===== src/hdl/ecu_pkg.sv =====
package ecu_pkg;

    // Fixed-point format and internal value width
    localparam int FRAC_BITS = 15;
    localparam int VW        = 24;
    localparam int PW        = 2 * VW;
    localparam int LONG_SH   = FRAC_BITS + 6;

    typedef logic signed [VW-1:0] val_t;
    typedef logic signed [PW-1:0] prod_t;

    // Curve selector codes
    localparam logic [4:0] OP_LINEAR       = 5'd0;
    localparam logic [4:0] OP_QUAD_IN      = 5'd1;
    localparam logic [4:0] OP_QUAD_OUT     = 5'd2;
    localparam logic [4:0] OP_QUAD_INOUT   = 5'd3;
    localparam logic [4:0] OP_QUAD_OUTIN   = 5'd4;
    localparam logic [4:0] OP_CUBIC_IN     = 5'd5;
    localparam logic [4:0] OP_CUBIC_OUT    = 5'd6;
    localparam logic [4:0] OP_CUBIC_INOUT  = 5'd7;
    localparam logic [4:0] OP_QUART_IN     = 5'd8;
    localparam logic [4:0] OP_QUART_OUT    = 5'd9;
    localparam logic [4:0] OP_QUART_INOUT  = 5'd10;
    localparam logic [4:0] OP_QUINT_IN     = 5'd11;
    localparam logic [4:0] OP_QUINT_OUT    = 5'd12;
    localparam logic [4:0] OP_QUINT_INOUT  = 5'd13;
    localparam logic [4:0] OP_BACK_IN      = 5'd14;
    localparam logic [4:0] OP_BACK_OUT     = 5'd15;
    localparam logic [4:0] OP_BACK_INOUT   = 5'd16;
    localparam logic [4:0] OP_BOUNCE_IN    = 5'd17;
    localparam logic [4:0] OP_BOUNCE_OUT   = 5'd18;
    localparam logic [4:0] OP_BOUNCE_INOUT = 5'd19;

    // Curve constants in raw fixed point
    localparam val_t ONE      = val_t'(64'sd1 <<< FRAC_BITS);
    localparam val_t TWO      = val_t'(64'sd2 <<< FRAC_BITS);
    localparam val_t HALF_ONE = val_t'(64'sd1 <<< (FRAC_BITS - 1));
    localparam val_t BACK_S   = val_t'((64'sd170158 * (64'sd1 <<< FRAC_BITS) + 64'sd50000)
                                       / 64'sd100000);
    localparam val_t BACK_S2  = val_t'((64'sd25949095 * (64'sd1 <<< FRAC_BITS)
                                        + 64'sd5000000) / 64'sd10000000);
    localparam val_t BNC_T1   = val_t'(64'sd4 <<< FRAC_BITS);
    localparam val_t BNC_T2   = val_t'(64'sd8 <<< FRAC_BITS);
    localparam val_t BNC_T3   = val_t'(64'sd10 <<< FRAC_BITS);
    localparam val_t BNC_M1   = val_t'(64'sd12 <<< FRAC_BITS);
    localparam val_t BNC_M2   = val_t'(64'sd18 <<< FRAC_BITS);
    localparam val_t BNC_M3   = val_t'(64'sd21 <<< FRAC_BITS);
    localparam val_t BNC_K1   = val_t'((64'sd3 <<< FRAC_BITS) / 64'sd4);
    localparam val_t BNC_K2   = val_t'((64'sd15 <<< FRAC_BITS) / 64'sd16);
    localparam val_t BNC_K3   = val_t'((64'sd63 <<< FRAC_BITS) / 64'sd64);
    localparam val_t OUT_MAX  = val_t'(64'sd65535);
    localparam val_t OUT_MIN  = val_t'(-64'sd65536);

    localparam prod_t RND_STD  = prod_t'(64'sd1 <<< (FRAC_BITS - 1));
    localparam prod_t RND_LONG = prod_t'(64'sd1 <<< (LONG_SH - 1));

    // Per-word control carried down the pipeline
    typedef struct packed {
        logic [2:0] nmul;
        logic       back;
        logic       bounce;
        logic       kneg;
        logic       s1neg;
        logic       halve;
        logic       s2neg;
        val_t       pre_add;
        val_t       post_add;
        val_t       back_off;
    } ctrl_t;

    // Products a*b rounded half up, shifted right by FRAC_BITS (or FRAC_BITS+6)
    function automatic val_t fx_mul(val_t a, val_t b, logic long_sh);
        prod_t prod;
        prod_t rnd;
        prod = prod_t'(a) * prod_t'(b);
        if (long_sh)
        begin
            rnd = (prod + RND_LONG) >>> LONG_SH;
        end
        else
        begin
            rnd = (prod + RND_STD) >>> FRAC_BITS;
        end
        return val_t'(rnd);
    endfunction

    // Number of multiplies after the first factor for the power curves
    function automatic logic [2:0] power_muls(logic [4:0] op);
        logic [2:0] n;
        unique case (op)
            OP_QUAD_IN, OP_QUAD_OUT, OP_QUAD_INOUT:    n = 3'd1;
            OP_CUBIC_IN, OP_CUBIC_OUT, OP_CUBIC_INOUT: n = 3'd2;
            OP_QUART_IN, OP_QUART_OUT, OP_QUART_INOUT: n = 3'd3;
            OP_QUINT_IN, OP_QUINT_OUT, OP_QUINT_INOUT: n = 3'd4;
            default:                                   n = 3'd0;
        endcase
        return n;
    endfunction

endpackage


===== src/hdl/ecu_post.sv =====
module ecu_post (
    input  logic                clk,
    input  logic                rst_n,
    input  logic                en,
    input  logic                vld_in,
    input  ecu_pkg::ctrl_t      ctrl_in,
    input  ecu_pkg::val_t       p_in,
    output logic                vld_out,
    output logic signed [16:0]  eased_out
);

    ecu_pkg::val_t        v1;
    ecu_pkg::val_t        h;
    ecu_pkg::val_t        r;
    logic signed [16:0]   eased_next;
    logic                 vld_reg;
    logic signed [16:0]   eased_reg;

    // Combine: post +- h(pre +- p), h optionally a rounded halving
    assign v1 = ctrl_in.s1neg ? (ctrl_in.pre_add - p_in) : (ctrl_in.pre_add + p_in);
    assign h  = ctrl_in.halve ? ((v1 + ecu_pkg::val_t'(1)) >>> 1) : v1;
    assign r  = ctrl_in.s2neg ? (ctrl_in.post_add - h) : (ctrl_in.post_add + h);

    // Saturate to the output range
    always_comb
    begin
        priority if (r > ecu_pkg::OUT_MAX)
        begin
            eased_next = r[16:0];
            eased_next = 17'sh0FFFF;
        end
        else if (r < ecu_pkg::OUT_MIN)
        begin
            eased_next = 17'sh10000;
        end
        else
        begin
            eased_next = r[16:0];
        end
    end

    always_ff @(posedge clk or negedge rst_n)
    begin
        if (!rst_n)
        begin
            vld_reg <= 1'b0;
        end
        else if (en)
        begin
            vld_reg <= vld_in;
        end
    end

    always_ff @(posedge clk)
    begin
        if (en)
        begin
            eased_reg <= eased_next;
        end
    end

    assign vld_out   = vld_reg;
    assign eased_out = eased_reg;

endmodule


===== config.mk =====
export PLATFORM = sky130hd
export DESIGN_NAME = ecu_post
export DESIGN_NICKNAME = d
export VERILOG_FILES = /design/src/hdl/ecu_pkg.sv /design/src/hdl/ecu_post.sv
export SDC_FILE = /design/constraint.sdc
export NUM_CORES = 1
export LEC_CHECK = 0
export ABC_AREA = 0
export BUFFER_PORTS_ARGS = -buffer_cell sky130_fd_sc_hd__buf_2
export CORE_ASPECT_RATIO = 1.4
export CORE_UTILIZATION = 40
export CTS_BUF_LIST = sky130_fd_sc_hd__clkbuf_2 sky130_fd_sc_hd__clkbuf_4 sky130_fd_sc_hd__clkbuf_8
export DETAILED_ROUTE_END_ITERATION = 12
export HOLD_SLACK_MARGIN = 0.1
export PLACE_DENSITY = 0.67
export REMOVE_ABC_BUFFERS = 1
export SYNTH_ARGS = -nofsm -noshare
export SYNTH_HDL_FRONTEND = slang
export SYNTH_SLANG_ARGS = --single-unit

===== constraint.sdc =====
create_clock -name clk -period 0.8 [get_ports clk]
set_input_delay 0 -clock clk [delete_from_list [all_inputs] [get_ports clk]]
set_output_delay 0 -clock clk [all_outputs]
set_load 0.02 [all_outputs]

**After elaboration in Yosys (flattened, before gate mapping)**

Index checks and enable logic that the tools add are counted.

- Register bits after elaboration: 18
- Bits of input ports: 109
- Output and inout bits: 18

- $add $sub $neg: 5
- Magnitude comparators: 2
- Muxes and demuxes: 4

Operators by type and width:

| cell | number |
|---|---|
| 2-to-1 mux 24 bit | 3 |
| adder 24 bit | 2 |
| subtractor 24 bit | 2 |
| adder 24 x 2 -> 24 bit (second input constant) | 1 |
| > comparator 24 x 17 -> 1 bit (second input constant) | 1 |
| < comparator 24 x 17 -> 1 bit (second input constant) | 1 |
| 2-to-1 mux 17 bit | 1 |

**Depth between registers and ports, before layout**

- Word-level depth: 8
- Depth in mapped cells: 34
- Gate-level depth less buffers: 32

**Worst setup path before layout**

No wires, ideal clock.

- Path type: input -> register
- Start point: in p_in[3]
- End point: reg eased_reg[4], in the netlist eased_out[4], data pin
- Library setup time: 260 ps
- Arrival time: 6,568 ps
- Setup slack: -6,028 ps
- Cell stages on the path: 29
- Path buffers: 2
- Cell sequence: nor3_2 -> nand3_1 -> nor4_1 -> a21oi_1 -> xnor2_1 -> ha_1 -> buf_4 -> nand2_1 -> or4_4 -> a211oi_4 -> nor3_2 -> xor2_2 -> or4_4 -> o211ai_2 -> or3b_4 -> nor3_4 -> a21oi_1 -> xnor2_1 -> ha_1 -> and3_1 -> nand2_1 -> o211a_1 -> o2bb2ai_1 -> o21ai_0 -> xor2_1 -> o211ai_1 -> o21ai_2 -> buf_6 -> o31ai_1

- Longest elaborated chain between the ends: 8

RTL lines:

| element | line | text |
|---|---|---|
| start: declaration | ecu_post.sv:7 | `input ecu_pkg::val_t p_in,` |
| adder 24 bit or subtractor 24 bit (tied branches) | ecu_post.sv:20 | `assign v1 = ctrl_in.s1neg ? (ctrl_in.pre_add - p_in) : (ctrl_in.pre_add + p_in);` |
| 2-to-1 mux 24 bit * | ecu_post.sv:20 |  |
| adder 24 x 2 -> 24 bit | ecu_post.sv:21 | `assign h = ctrl_in.halve ? ((v1 + ecu_pkg::val_t'(1)) >>> 1) : v1;` |
| 2-to-1 mux 24 bit * | ecu_post.sv:21 |  |
| adder 24 bit or subtractor 24 bit (tied branches) | ecu_post.sv:22 | `assign r = ctrl_in.s2neg ? (ctrl_in.post_add - h) : (ctrl_in.post_add + h);` |
| 2-to-1 mux 24 bit * | ecu_post.sv:22 |  |
| < comparator 24 x 17 -> 1 bit | ecu_post.sv:32 | `else if (r < ecu_pkg::OUT_MIN)` |
| 2-to-1 mux 17 bit | ecu_post.sv:32 |  |
| end signal: assignment | ecu_post.sv:58 | `eased_reg <= eased_next;` |
| end: declaration | ecu_post.sv:17 | `logic signed [16:0] eased_reg;` |

Mark *: on every way between the ends. The rest lies on a longest branch, timed or not.
A chain may end at the register's enable or synchronous reset.

**Worst setup path in the final report**

- Start point: in p_in[3]
- End point: reg eased_reg[9], in the netlist eased_out[9], data pin

Same word-level chain as after synthesis.

==> impl_results.md <==
* Setup TNS at -96530 ps
* Tot GR Track Use at 23.8%
* Clock latency at the later pin of the worst-skew pair at 250 ps
* Crit path from: p_in[3]
* Synth Cell Area at 0.00565 mm²
* Routability cong. at 0.890
* Drt initial violations at 380
* Setup slack after layout at -5850 ps
* Period utilisation layout at 831%
* Combinational power share at 88.5%
* Per-cell routed wire length at 13.9 µm
* Largest net degree at the start of global routing at 36
* Die X at 102 µm
* Final Core Density at 68.4%
* Switching pwr at 10.8 mW
* Via count at 7271
* Synth unique cells at 91
* CP arrival at 6730 ps
* Total CTS buffers at 3
* Crit path time final at 6650 ps
* Most used cell, CP: buf_6
* Core ar. at 0.0138 mm²
* First-pass GRT wire length at 28.8 mm
* Sequential area share after synthesis at 9.49%
* Highest Signal Layer: met4
* Max-cap violations at 0
* Hold WC Path Type: in2reg
* Overflow after GRT at 0
* Int Pwr at 12.7 mW
* IO Port Bufs at 96
* Fmax at 150 MHz
* CP max stage cell: or4_4
* Relative slew slack at 40.8%
* Placement Setup Slack at -6100 ps
* Critical path's largest stage delay at 540 ps
* I/O pin count at 127
* Area share of the largest cell type after synthesis at 10.9%
* # nets final at 1318
* Violated checks: setup timing
* Die area at 0.0146 mm²
* Met1 Routed Length at 7.01 mm
* Initial Util at 40.8%
* Most common cell in the netlist: a21oi_1
* Leakage at 4.33 nW
* Dominant cell type by area after synthesis: ha_1
* Die Y at 143 µm
* Final hold vios at 0
* Crit Path Max Fanout at 8
* Share of cells above drive strength 1 at 47.2%
* Max IR drop VDD at 1.73 mV
* Vias in the first global route at 6846
* Worst r2r src: vld_out
* Endpoint of the worst hold path: eased_out[0]
* Clk pwr share at 3.1%
* Post-synth EDFFs at 17
* Yosys warns at 0
* Core Rows at 51
* Bufs on Longest Clock Path at 2
* CTS tree: yes
* Mean Syn Cell Area at 7.41 µm²
* Setup violators final at 17
* Clk sinks at 18
* Synth area leaders: ha_1, edfxtp_1, xnor2_1
* Synth top cells by count: a21oi_1, nor2_1, nand2_1
* Clock-pin slew on the worst setup and hold paths at 60 ps
* CP Launch Type: input pin
* Sequential share of power at 8.4%
* Flop-to-flop setup slack at 30 ps
* Drt pass-1 iters at 4
* DP Wirelength at 14.5 mm
* Hold_sp: en
* Dominant synthesized flop cell: edfxtp_1
* Vias/cell at 5.41
* Routed wl met3 at 438 µm
* Initial antenna violation count at 1
* Status: finished, violations left
* RSZ-0062 raised after global routing: yes
* Yosys reg bits at 18
* RR Endpoint: vld_out
* Max-slew violations at 0
* CTS Hold Bufs at 3
* Worst R2R Path Depth at 1
* Total power at 23.5 mW
* P&R area growth vs syn at 67.8%
* DRT antenna net count at 0
* Met2 wire length at 10.5 mm
* H-tree levels at 1
* WS Path Type: in2reg
* CP Data Required Time at 880 ps
* Critical Path End Type: register
* Routed WL at 18.6 mm
* Hold Crit Depth at 1
* Setup Skew at 0 ps
* Post-Syn Instances at 762
* # DRC at 0
* Ys async rst share at 5.56%
* Switching power share of the total at 45.8%
* Power Density at 2480 mW/mm²
* Clock root cell: clkbuf_8
* Slew of the pin with the lowest slew margin at 880 ps
* Hold Slack at 94.4 ps
cell type report:
| class | instances | area [µm²] |
|---|---|---|
| Fill cell | 1150 | 4370 |
| Tap cell | 185 | 231 |
| Sequential cell | 18 | 536 |
| Antenna cell | 1 | 2.50 |
| Clock buffer | 4 | 55.1 |
| Multi-Input combinational cell | 683 | 5460 |
| Inverter | 34 | 128 |
| Timing Repair Buffer | 418 | 3060 |
state kept, by name, indices dropped and copies added, names as in the netlist:
register,count
vld_out,1
eased_out,17
kinds of logic (layout without fill, tap and decap cells):
| logic type | after synthesis | after routing | synth area share (%) |
|---|---|---|---|
| AND/OR/NAND/NOR | 273 | 273 | 25.6 |
| AO/OA/AOI/OAI | 262 | 262 | 33.1 |
| XOR/XNOR | 88 | 88 | 13.8 |
| buffers and inverters | 62 | 456 | 4.90 |
| adder cells (fa/ha/maj) | 51 | 51 | 11.6 |
| flip-flops | 18 | 18 | 9.49 |
| multiplexers | 8 | 9 | 1.60 |
| other | 0 | 1 | 0 |
layout by cell type, fill, tap and decap left out, types with 25 or more instances in the layout:
cell,n
a21oi_1,58
buf_2,81
buf_4,310
ha_1,47
inv_1,34
nand2_1,55
nand3_1,25
nor2_1,60
xnor2_1,48
xor2_1,29
how the worst max path moves through the flow:
stage	cells after the start	end
3_3_place_gp	33	eased_out[11]
3_5_place_dp	33	eased_out[3]
5_1_grt	37	eased_out[9]
2_1_floorplan	28	eased_out[10]
4_1_cts	33	eased_out[3]
6_report	33	eased_out[9]
critical path: cells and delay by family:
| kind | cells | cell delay [ps] |
|---|---|---|
| AOI/OAI and AO/OA | 13 | 2730 |
| xor gates and xnor gates | 3 | 410 |
| adders and majority gates | 2 | 660 |
| buffers and inverters | 6 | 780 |
| and+or+nand+nor | 9 | 2160 |
timing repair:
item | 4_1_cts | 5_1_grt
pin swaps | 8 | 46
cloned | 2 | 1
buffers inserted | 6 | 15
endpoints found under the hold margin | 5 | 3
setup endpoints to repair | 18 | 32
gates resized for setup | 36 | 118
through the flow:
stage / instance area [µm²] / cells
2_1_floorplan: 5500 / 734
3_3_place_gp: 8460 / 1312
3_5_place_dp: 8460 / 1312
4_1_cts: 8780 / 1327
5_1_grt: 9470 / 1343
6_report: 9470 / 1343
power groups by stage:
stage	clock, mW	combinational (mW)	sequential [mW]
after floorplan	0	8.77	2.55
after global placement	0	16.2	1.90
after detailed placement	0	16.6	1.90
after CTS	0.717	17.7	1.88
after global routing	0.781	22.4	2.04
final	0.730	20.8	1.98
per-layer routing:
layer,up-vias,GRT usage (%)
li1,3687,-
met1,3393,24.5
met2,147,48.6
met3,44,1.08
met4,0,8.65
met5,-,0
No activity file was read; power rests on OpenSTA's default activity.
